## config.mk

```make
export PLATFORM = sky130hd
export DESIGN_NAME = button_debounce_long_press_led_mode
export DESIGN_NICKNAME = d
export VERILOG_FILES = /design/src/rtl/bdlp_pkg.sv /design/src/rtl/bdlp_lane.sv /design/src/rtl/bdlp_merge.sv /design/src/rtl/button_debounce_long_press_led_mode.sv
export VERILOG_INCLUDE_DIRS = /design/src /design/src/rtl
export SDC_FILE = /design/constraint.sdc
export NUM_CORES = 1
export LEC_CHECK = 0
export ABC_CLOCK_PERIOD_IN_PS = 5950
export BUFFER_PORTS_ARGS = -buffer_cell sky130_fd_sc_hd__buf_2
export CAP_MARGIN = 20
export CORE_MARGIN = 5
export CORE_UTILIZATION = 63
export CTS_BUF_LIST = sky130_fd_sc_hd__clkbuf_2
export DETAILED_ROUTE_END_ITERATION = 16
export PLACE_DENSITY = 0.83
export SYNTH_ARGS = -nofsm -noshare
export SYNTH_HDL_FRONTEND = slang
export SYNTH_HIERARCHICAL = 1
export SYNTH_SLANG_ARGS = --single-unit
```

## constraint.sdc

```tcl
create_clock -name clk -period 5.95 [get_ports clk]
set_input_delay 0.2975 -clock clk [delete_from_list [all_inputs] [get_ports clk]]
set_output_delay 0.2975 -clock clk [all_outputs]
set_load 0.005 [all_outputs]
```

## src/rtl/button_debounce_long_press_led_mode_assert.svh

```systemverilog
// Assertion macros used by the lane RTL. Clock is clk, reset is rst.
`ifndef BUTTON_DEBOUNCE_LONG_PRESS_LED_MODE_ASSERT_SVH
`define BUTTON_DEBOUNCE_LONG_PRESS_LED_MODE_ASSERT_SVH

// Same-cycle implication.
`define BDLP_ASSERT_NOW(label, cond, expr, msg) \
  label: assert property (@(posedge clk) disable iff (rst) (cond) |-> (expr)) \
    else $error(msg);

// Next-cycle implication.
`define BDLP_ASSERT_NEXT(label, cond, expr, msg) \
  label: assert property (@(posedge clk) disable iff (rst) (cond) |=> (expr)) \
    else $error(msg);

`endif

```

## src/rtl/bdlp_pkg.sv

```systemverilog
`default_nettype none

package bdlp_pkg;

  // Button count and hold counter width
  localparam int NUM_BUTTONS = 3;
  localparam int HOLD_W      = 8;

  // Field widths
  localparam int BTN_FIELD_W = 3;
  localparam int LEVEL_W     = 8;
  localparam int DUTY_W      = 8;
  localparam int RELOAD_W    = 4;
  localparam int LIMIT_W     = 8;
  localparam int CHANNELS    = 3;
  localparam int CMP_W       = (HOLD_W > LIMIT_W) ? HOLD_W : LIMIT_W;

  // Configuration port
  localparam int CFG_INDEX_W = 1;
  localparam int CFG_DATA_W  = 8;

  localparam logic [RELOAD_W-1:0] RELOAD_RESET = RELOAD_W'(5);
  localparam logic [LIMIT_W-1:0]  LIMIT_RESET  = LIMIT_W'(50);
  localparam logic [DUTY_W-1:0]   DUTY_FULL    = {DUTY_W{1'b1}};
  localparam logic [DUTY_W-1:0]   DUTY_OFF     = '0;

  typedef enum logic [CFG_INDEX_W-1:0] {
    REG_DEBOUNCE_RELOAD  = 1'b0,
    REG_LONG_PRESS_LIMIT = 1'b1
  } cfg_reg_e;

  typedef struct packed {
    logic [BTN_FIELD_W-1:0] buttons_low;
    logic [LEVEL_W-1:0]     pot_level;
  } item_t;

  typedef struct packed {
    logic [DUTY_W-1:0]   duty_a;
    logic [DUTY_W-1:0]   duty_b;
    logic [DUTY_W-1:0]   duty_c;
    logic [CHANNELS-1:0] analog_bits;
  } result_t;

  // What one lane reports after a tick
  typedef struct packed {
    logic              mode;
    logic [DUTY_W-1:0] duty;
  } lane_out_t;

endpackage

`default_nettype wire

```

## src/rtl/bdlp_lane.sv

```systemverilog
`default_nettype none

`include "button_debounce_long_press_led_mode_assert.svh"

module bdlp_lane (
  input  wire logic                           clk,
  input  wire logic                           rst,
  input  wire logic                           step,
  input  wire logic                           level,
  input  wire logic [bdlp_pkg::LEVEL_W-1:0]   pot,
  input  wire logic [bdlp_pkg::RELOAD_W-1:0]  reload,
  input  wire logic [bdlp_pkg::LIMIT_W-1:0]   limit,
  output bdlp_pkg::lane_out_t                 status
);

  logic                            held, held_next;
  logic                            settled, settled_next;
  logic                            pending, pending_next;
  logic                            mode, mode_next;
  logic [bdlp_pkg::RELOAD_W-1:0]   settle_count, settle_count_next;
  logic [bdlp_pkg::HOLD_W-1:0]     hold_count, hold_count_next;
  logic [bdlp_pkg::DUTY_W-1:0]     duty, duty_next;

  // Work out one tick of debounce, hold count and mode decision
  always_comb begin
    logic pressed;
    pressed           = ~level;
    held_next         = held;
    settled_next      = settled;
    pending_next      = pending;
    mode_next         = mode;
    settle_count_next = settle_count;
    hold_count_next   = hold_count;
    duty_next         = duty;

    // Press edge: start debounce, restart hold count
    if (!held_next && pressed) begin
      held_next         = 1'b1;
      settled_next      = 1'b0;
      settle_count_next = reload;
      hold_count_next   = '0;
    end
    // Count while held, saturate at the top
    if (held_next && (hold_count_next != {bdlp_pkg::HOLD_W{1'b1}})) begin
      hold_count_next = hold_count_next + 1'b1;
    end
    // Release edge after a settled press
    if (held_next && !pressed && settled_next) begin
      pending_next      = 1'b1;
      settled_next      = 1'b0;
      settle_count_next = reload;
    end
    // Count down, or finish the debounce
    if (settle_count_next != '0) begin
      settle_count_next = settle_count_next - 1'b1;
    end else begin
      settled_next = 1'b1;
      if (pending_next) begin
        pending_next = 1'b0;
        held_next    = 1'b0;
        if ((bdlp_pkg::CMP_W'(hold_count_next) > bdlp_pkg::CMP_W'(limit)) && !mode_next) begin
          mode_next = 1'b1;
          duty_next = pot;
        end else if (mode_next) begin
          mode_next = 1'b0;
          duty_next = bdlp_pkg::DUTY_FULL;
        end else begin
          duty_next = (duty_next == bdlp_pkg::DUTY_FULL) ? bdlp_pkg::DUTY_OFF
                                                         : bdlp_pkg::DUTY_FULL;
        end
      end
    end
    // Analog channels follow the reading
    if (mode_next) begin
      duty_next = pot;
    end
  end

  // Advance the lane state on each accepted word
  always_ff @(posedge clk) begin
    if (rst) begin
      held         <= 1'b0;
      settled      <= 1'b1;
      pending      <= 1'b0;
      mode         <= 1'b0;
      settle_count <= '0;
      hold_count   <= '0;
      duty         <= bdlp_pkg::DUTY_FULL;
    end else if (step) begin
      held         <= held_next;
      settled      <= settled_next;
      pending      <= pending_next;
      mode         <= mode_next;
      settle_count <= settle_count_next;
      hold_count   <= hold_count_next;
      duty         <= duty_next;
    end
  end

  assign status.mode = mode_next;
  assign status.duty = duty_next;

  `BDLP_ASSERT_NOW(a_pending_held, pending, held, "release pending without a held button")
  `BDLP_ASSERT_NOW(a_settled_zero, settled, settle_count == '0, "settled with countdown running")
  `BDLP_ASSERT_NEXT(a_analog_follow, step && mode_next, duty == $past(pot),
                    "analog channel does not follow the reading")
  `BDLP_ASSERT_NEXT(a_idle_hold, !step, $stable(hold_count) && $stable(mode) && $stable(duty),
                    "lane state moved without a word")

endmodule

`default_nettype wire

```

## src/rtl/bdlp_merge.sv

```systemverilog
`default_nettype none

module bdlp_merge (
  input  wire bdlp_pkg::lane_out_t  lanes [bdlp_pkg::NUM_BUTTONS],
  output bdlp_pkg::result_t         result
);

  logic [bdlp_pkg::DUTY_W-1:0] duty [bdlp_pkg::CHANNELS];
  logic [bdlp_pkg::CHANNELS-1:0] analog;

  // Map lanes to output channels; missing lanes read full duty, digital mode
  for (genvar ch = 0; ch < bdlp_pkg::CHANNELS; ch++) begin : g_chan
    if (ch < bdlp_pkg::NUM_BUTTONS) begin : g_lane
      assign duty[ch]   = lanes[ch].duty;
      assign analog[ch] = lanes[ch].mode;
    end else begin : g_none
      assign duty[ch]   = bdlp_pkg::DUTY_FULL;
      assign analog[ch] = 1'b0;
    end
  end

  assign result.duty_a      = duty[0];
  assign result.duty_b      = duty[1];
  assign result.duty_c      = duty[2];
  assign result.analog_bits = analog;

endmodule

`default_nettype wire

```

## src/rtl/button_debounce_long_press_led_mode.sv

```systemverilog
// Three-button debounce with long-press detection driving three duty values.
// One input word is one timer tick; every lane updates its button in the cycle
// the word is accepted, so the block takes one word per clock while the skid
// register is empty and registers each result in the output register, or in the
// skid register while a result waits (a two-entry buffer that lets one more word
// in). Registers: index 0 is the debounce reload (4 bits, reset 5), index 1 the
// long-press limit (8 bits, reset 50); write them only while the block is idle.
`default_nettype none

module button_debounce_long_press_led_mode (
  input  wire logic                                 clk,
  input  wire logic                                 rst,
  input  wire logic                                 item_valid,
  output logic                                      item_ready,
  input  wire bdlp_pkg::item_t                      item,
  output logic                                      result_valid,
  input  wire logic                                 result_ready,
  output bdlp_pkg::result_t                         result,
  input  wire logic                                 cfg_valid,
  output logic                                      cfg_ready,
  input  wire logic [bdlp_pkg::CFG_INDEX_W-1:0]     cfg_index,
  input  wire logic [bdlp_pkg::CFG_DATA_W-1:0]      cfg_data
);

  logic [bdlp_pkg::RELOAD_W-1:0] debounce_reload;
  logic [bdlp_pkg::LIMIT_W-1:0]  long_press_limit;
  logic                          accept, take;
  logic                          skid_valid;
  bdlp_pkg::result_t             skid, merged;
  bdlp_pkg::lane_out_t           lanes [bdlp_pkg::NUM_BUTTONS];

  assign cfg_ready  = 1'b1;
  assign item_ready = ~skid_valid;
  assign accept     = item_valid & item_ready;
  assign take       = result_valid & result_ready;

  // Register writes
  always_ff @(posedge clk) begin
    if (rst) begin
      debounce_reload  <= bdlp_pkg::RELOAD_RESET;
      long_press_limit <= bdlp_pkg::LIMIT_RESET;
    end else if (cfg_valid) begin
      unique case (bdlp_pkg::cfg_reg_e'(cfg_index))
        bdlp_pkg::REG_DEBOUNCE_RELOAD:  debounce_reload  <= cfg_data[bdlp_pkg::RELOAD_W-1:0];
        bdlp_pkg::REG_LONG_PRESS_LIMIT: long_press_limit <= cfg_data[bdlp_pkg::LIMIT_W-1:0];
      endcase
    end
  end

  // One lane per button; buttons past the input field read pressed
  for (genvar i = 0; i < bdlp_pkg::NUM_BUTTONS; i++) begin : g_lane
    logic level;
    if (i < bdlp_pkg::BTN_FIELD_W) begin : g_in
      assign level = item.buttons_low[i];
    end else begin : g_pad
      assign level = 1'b0;
    end

    bdlp_lane u_lane (
      .clk    (clk),
      .rst    (rst),
      .step   (accept),
      .level  (level),
      .pot    (item.pot_level),
      .reload (debounce_reload),
      .limit  (long_press_limit),
      .status (lanes[i])
    );
  end

  bdlp_merge u_merge (
    .lanes  (lanes),
    .result (merged)
  );

  // Output register with skid stage
  always_ff @(posedge clk) begin
    if (rst) begin
      result_valid <= 1'b0;
      skid_valid   <= 1'b0;
    end else if (take) begin
      if (skid_valid) begin
        result_valid <= 1'b1;
        skid_valid   <= 1'b0;
      end else begin
        result_valid <= accept;
      end
    end else if (accept) begin
      if (result_valid) begin
        skid_valid <= 1'b1;
      end else begin
        result_valid <= 1'b1;
      end
    end
  end

  // Payload moves without reset
  always_ff @(posedge clk) begin
    if (take) begin
      if (skid_valid) begin
        result <= skid;
      end else if (accept) begin
        result <= merged;
      end
    end else if (accept) begin
      if (result_valid) begin
        skid <= merged;
      end else begin
        result <= merged;
      end
    end
  end

endmodule

`default_nettype wire
```

Word-level counts from Yosys, hierarchy flattened
Cells that the tools add are included.
{"block": "classes", "n_addsub": 6, "magnitude_cmp": 3, "n_eq_ne": 7, "muxes": 74, "bitwise": 8, "reduce_logical": 32}
{"op": "8-bit 2-to-1 mux", "count": 24}
{"op": "27-bit 2-to-1 mux", "count": 5}
{"op": "1-bit 2-to-1 mux", "count": 36}
{"op": "4-bit 2-to-1 mux", "count": 9}
{"op": "8-bit by 1-bit adder with 8-bit output (second input constant)", "count": 3}
{"op": "8-bit == test (second input constant)", "count": 3}
{"op": "8-bit greater-than comparator", "count": 3}
{"op": "8-bit inequality test (second input constant)", "count": 3}
{"op": "1-bit logical AND", "count": 15}
{"op": "4-bit nonzero test", "count": 3}
{"op": "4-bit by 1-bit subtractor with 4-bit output (second input constant)", "count": 3}
{"op": "1-bit zero test", "count": 6}
{"op": "1-bit NOT", "count": 6}
{"op": "2-bit AND reduction", "count": 3}
{"op": "3-bit AND reduction", "count": 2}
{"op": "2-bit nonzero test", "count": 2}
{"op": "1-bit bitwise AND", "count": 2}
{"op": "2-bit by 1-bit inequality test with 1-bit output (second input constant)", "count": 1}
{"op": "2-bit OR reduction", "count": 1}
{"block": "word_totals", "reg_bits": 140, "wordCells": 163}

Logic depth before layout (Yosys ltp)
{"block": "depth", "word_depth": 15, "ltp_mapped": 22}

Hierarchy
The synthesis kept the hierarchy.
{"mod": "bdlp_lane (g_lane[1].u_lane ...)", "instances": 2, "cells_per_inst": 224, "area_per_inst_um2": 1757.9, "seq_area_each_um2": 480.5}
{"mod": "button_debounce_long_press_led_mode", "instances": 1, "cells_per_inst": 154, "area_per_inst_um2": 2583.7, "seq_area_each_um2": 1901.8}
{"mod": "bdlp_lane (g_lane[0].u_lane)", "instances": 1, "cells_per_inst": 231, "area_per_inst_um2": 1860.5, "seq_area_each_um2": 480.5}
{"mod": "bdlp_merge", "instances": 1, "cells_per_inst": 27, "area_per_inst_um2": 202.7, "seq_area_each_um2": 0.0}

Worst setup path after synthesis
Ideal clock, no wire load.
{"block": "synth_timing", "path_kind": "flip-flop to flip-flop", "from": "register g_lane[0].u_lane.held", "to": "register result[26] (netlist name) (data pin)", "arrival_time_ns": 4.004, "required_time_ns": 5.690, "path_slack_ns": 1.686, "path_stages_with_launch": 21, "synth_period_minus_slack_ns": 4.264, "path_cell_list": "dfxtp_1 -> or2_1 -> buf_2 -> and2_1 -> ha_1 -> o2111ai_1 -> o32a_2 -> and2_0 -> and3_1 -> xnor2_1 -> nor2_1 -> ha_1 -> nand4_1 -> a2111o_1 -> and3_1 -> buf_6 -> or2_1 -> buf_6 -> o211a_1 -> buf_4 -> mux2_2"}
{"element": "start, declared", "line": "bdlp_lane.sv:16", "rtl": "logic held, held_next;"}
{"element": "start signal, assigned", "line": "bdlp_lane.sv:90", "rtl": "held <= held_next;"}
{"element": "end signal, assigned", "line": "button_debounce_long_press_led_mode.sv:101", "rtl": "result <= skid;"}
{"element": "end signal, assigned", "line": "button_debounce_long_press_led_mode.sv:103", "rtl": "result <= merged;"}
{"element": "end signal, assigned", "line": "button_debounce_long_press_led_mode.sv:109", "rtl": "result <= merged;"}
{"element": "end, declared", "line": "button_debounce_long_press_led_mode.sv:18", "rtl": "output bdlp_pkg::result_t result,"}

==> metrics.md <==
| Metric | Value |
|---|---|
| Status | finished, final reports clean |
| Top FF cell, synth | dfxtp_1 |
| Final Net Count | 951 |
| R2r setup slk | 1110 ps |
| Area grow syn2layout | 7.557% |
| Max Slew Vio Count | 0 |
| CP max stage delay | 650 ps |
| Hold endpoint | g_lane[1].u_lane/held |
| DRC violations left | 0 |
| Initial antenna violation count | 1 |
| Reg-to-reg endpoint | result[26] |
| DR WL met3 | 1.045 mm |
| Fillers | 988 |
| Die Ht | 123.8 um |
| Cell Area, Synth | 0.008163 mm2 |
| Clock latency on the worst-skew pair | approximately 750 ps |
| Unrepaired setup endpoints after global routing | no |
| Fin crit period | 4837 ps |
| Clock Sinks | 140 |
| Via count | between 6k and 7k |
| Num CTS Buffers | 17 |
| Count of cell types in the netlist | 66 |
| Reg area | 0.003343 mm2 |
| Fraction of registers with async set/reset | 0% |
| Initial DRC count | 636 |
| H-Tree Depth | 4 |
| Data arrival time of the critical path | 5360 ps |
| Mapped Nets | 915 |
| Root buf cell | clkbuf_2 |
| Most common cell after layout, fill and taps aside | dfxtp_1 |
| Worst hold path class | in -> reg |
| Crit-path cells | or2_1 > and2_1 > ha_1 > o2111ai_1 > o32a_2 > and2_0 > and3_1 > xnor2_1 > nor2_1 > ha_1 > nand4_1 > a2111o_1 > and3_1 > or2_1 > o211a_1 > mux2_2 |
| Fmax | 206.7 MHz |
| Slowest-stage cell, CP | dfxtp_1 |
| Initial Utilization | 64.42% |
| HPWL Detailed | approximately 12 mm |
| Min-Delay Startpoint | item[9] |
| Row Count | between 40 and 50 |
| Setup Crit Path Kind | reg -> reg |
| Final Setup Violations | 0 |
| DR vias/cell | around 6.0 |
| Max-cap violation count | 0 |
| Crit path buf inv count | 0 |
| Pwr/cell area | between 200 and 250 mW/mm2 |
| CORE AREA | 0.01267 mm2 |
| GPL Wtd Cong | 0.8503 |
| Yosys Warn Count | 6 |
| Final core occ | 69.29% |
| Leak Pwr | approximately 3.5 nW |
| Num ports | 55 |
| Depth of the most critical reg-to-reg path | 16 |
| Final setup TNS | 0 ps |
| Clock Skews | 29.56 ps |
| #FFs+latches synth | 140 |
| Peak VDD IR | 0.1135 mV |
| Cell family with most CP delay | simple AND/OR/NAND/NOR gates |
| DIE WIDTH | about 120 um |
| Wire per inst | 16.51 um |
| DRT Pass-1 Iters | 6 |
| Buffers on Ports | between 50 and 60 |
| Slew HR | 45.56% |
| Die area | 0.01533 mm2 |
| Required @ worst endpoint | 6470 ps |
| Vias in the first global route | 6,076 |
| Post-synth EDFFs | 54 |
| Setup crit start kind | flip-flop |
| Syn avg cell area | roughly 9.5 um2 |
| Period utilisation layout | 81.29% |
| CTS tree | done |
| Post-CTS setup buffer count | 0 |
| DRT met1 WL | 8.296 mm |
| Final WL | 17.88 mm |
| GRT Util Overall | 24.51% |
| Fin. Hold Viols | 0 |
| Total congestion overflow | 0 |
| Routed wl met2 | approximately 8 mm |
| First-pass GRT wire length | 29.64 mm |
| Hold-critical path depth | 4 |
| Clock-pin slew on the worst setup and hold paths | 200 ps |
| Top Metal Used | met4 |
| Crit Path Max Fanout | 13 |
| Max clock buf depth | 2 |
| ANT nets after route | 0 |
| Most frequent cells in the layout | dfxtp_1, nand2_1, a21oi_1 |
| Worst-Margin Slew | 816.6 ps |
| Multi-input gate area in the final layout | 0.004210 mm2 |
| CP Capture Type | flip-flop |
| Layout cell share with drive strength beyond 1 | 16.94% |
| Cells after Synth | 860 |
| Launching point of the worst reg2reg path | g_lane[0].u_lane/held |
| Pin count of the biggest net entering global routing | 51 |
| Seq/Total Area, Yosys | 40.96% |
-- final cells by class --
type                    count  area share, %
clock buffers              19          1.083
repair buffers             88          6.898
inverters                  37          1.582
well taps                 172          2.451
flip-flops and latches    140          38.08
multi-input cells         612          47.95
clock inverters            13          1.895
diodes                      2        0.05700
-- where the power goes --
group          switching [mW]  total [mW]  internal, mW  leakage [nW]
combinational           0.206       0.369         0.163          2.20
clock                   0.371       0.612         0.241         0.151
sequential             0.0438        1.10          1.06          1.18
-- cells by family (layout without fill, tap and decap cells) --
logic type | count (synthesis) | in the layout | share of synthesized area (%)
and+or+nand+nor | 310 | 310 | 19.83
adders and majority gates | 30 | 30 | 4.598
xor gates and xnor gates | 24 | 24 | 2.575
DFF | 140 | 140 | 40.96
muxes | 48 | 48 | 7.449
other | 1 | 3 | 0.04594
buffers and inverters | 108 | 157 | 7.511
AOI/OAI and AO/OA | 199 | 199 | 17.03
-- registers in the layout (all words and copies together), names as in the netlist --
signal	count
g_lane.u_lane/mode	3
skid	27
long_press_limit	8
g_lane.u_lane/settled	3
g_lane.u_lane/pending	3
g_lane.u_lane/hold_count	24
skid_valid	1
g_lane.u_lane/duty	24
g_lane.u_lane/held	3
result	27
g_lane.u_lane/settle_count	12
result_valid	1
debounce_reload	4
-- layer usage --
metal / global-route usage [%] / vias to the layer above
li1: - / 3201
met1: 33.37 / 3057
met2: 39.57 / 230
met3: 4.950 / 26
met4: 7.336 / 0
met5: 0 / -
-- worst max-delay path by stage --
stage / from / endpoint / slack [ps] / depth (start not counted)
2_1_floorplan: g_lane[0].u_lane/held / result[26] / 1690 / 20
5_1_grt: g_lane[0].u_lane/held / result[21] / 760 / 16
4_1_cts: g_lane[0].u_lane/held / result[26] / 1110 / 16
3_3_place_gp: g_lane[0].u_lane/held / result[25] / 1260 / 16
3_5_place_dp: g_lane[0].u_lane/held / result[26] / 1120 / 16
6_report: g_lane[0].u_lane/held / result[26] / 1110 / 16
-- stage by stage --
step / instances / power, mW / area [um2] / hold slack, ps / setup slack (ps)
after floorplan: 860 / 1.404 / 8163 / 376.0 / 1686
after CTS: 1081 / 2.090 / 8775 / 0.3321 / 1106
after global routing: 1083 / 2.189 / 8780 / 43.37 / 762.0
after detailed placement: 1018 / 1.470 / 8203 / 467.2 / 1120
after global placement: 1018 / 1.460 / 8203 / 456.5 / 1260
final: 1083 / 2.084 / 8780 / 75.60 / 1113
-- worst min-delay path: cells and delay by family --
family	cells	cell delay, ps
buf+inv	2	290
compound gates	2	210
-- synth_stat cells, types with 6 or more instances --
master     n  share of area [%]
or3_1      7               0.54
xnor2_1   18                1.9
xor2_1     6               0.64
nand4_1   14                1.1
mux2_2    10                1.4
and2_1    14                1.1
nand2b_1   6               0.46
o31ai_1   24                2.2
nand4b_1   6               0.64
or2_1      6               0.46
clkbuf_1  17               0.78
and3_1     9               0.69
nor2_1    64                2.9
nor3_1    31                1.9
o21ai_0   25                1.5
dfxtp_1   86                 21
buf_4     36                3.3
nand3b_1   8               0.74
a211oi_1  16                1.5
ha_1      30                4.6
mux2i_1   15                1.8
nand2_1   78                3.6
mux2_4    23                4.2
buf_6      9                1.2
inv_1     37                1.7
nand3_1   29                1.8
o211a_1   13                1.6
edfxtp_1  54                 20
a21oi_1   78                4.8
-- what timing repair did --
item	CTS	global route
hold endpoints to repair	43	0
hold buffers	31	0
resized for setup	0	0
Note: power is estimated with default switching activity, not from simulation.
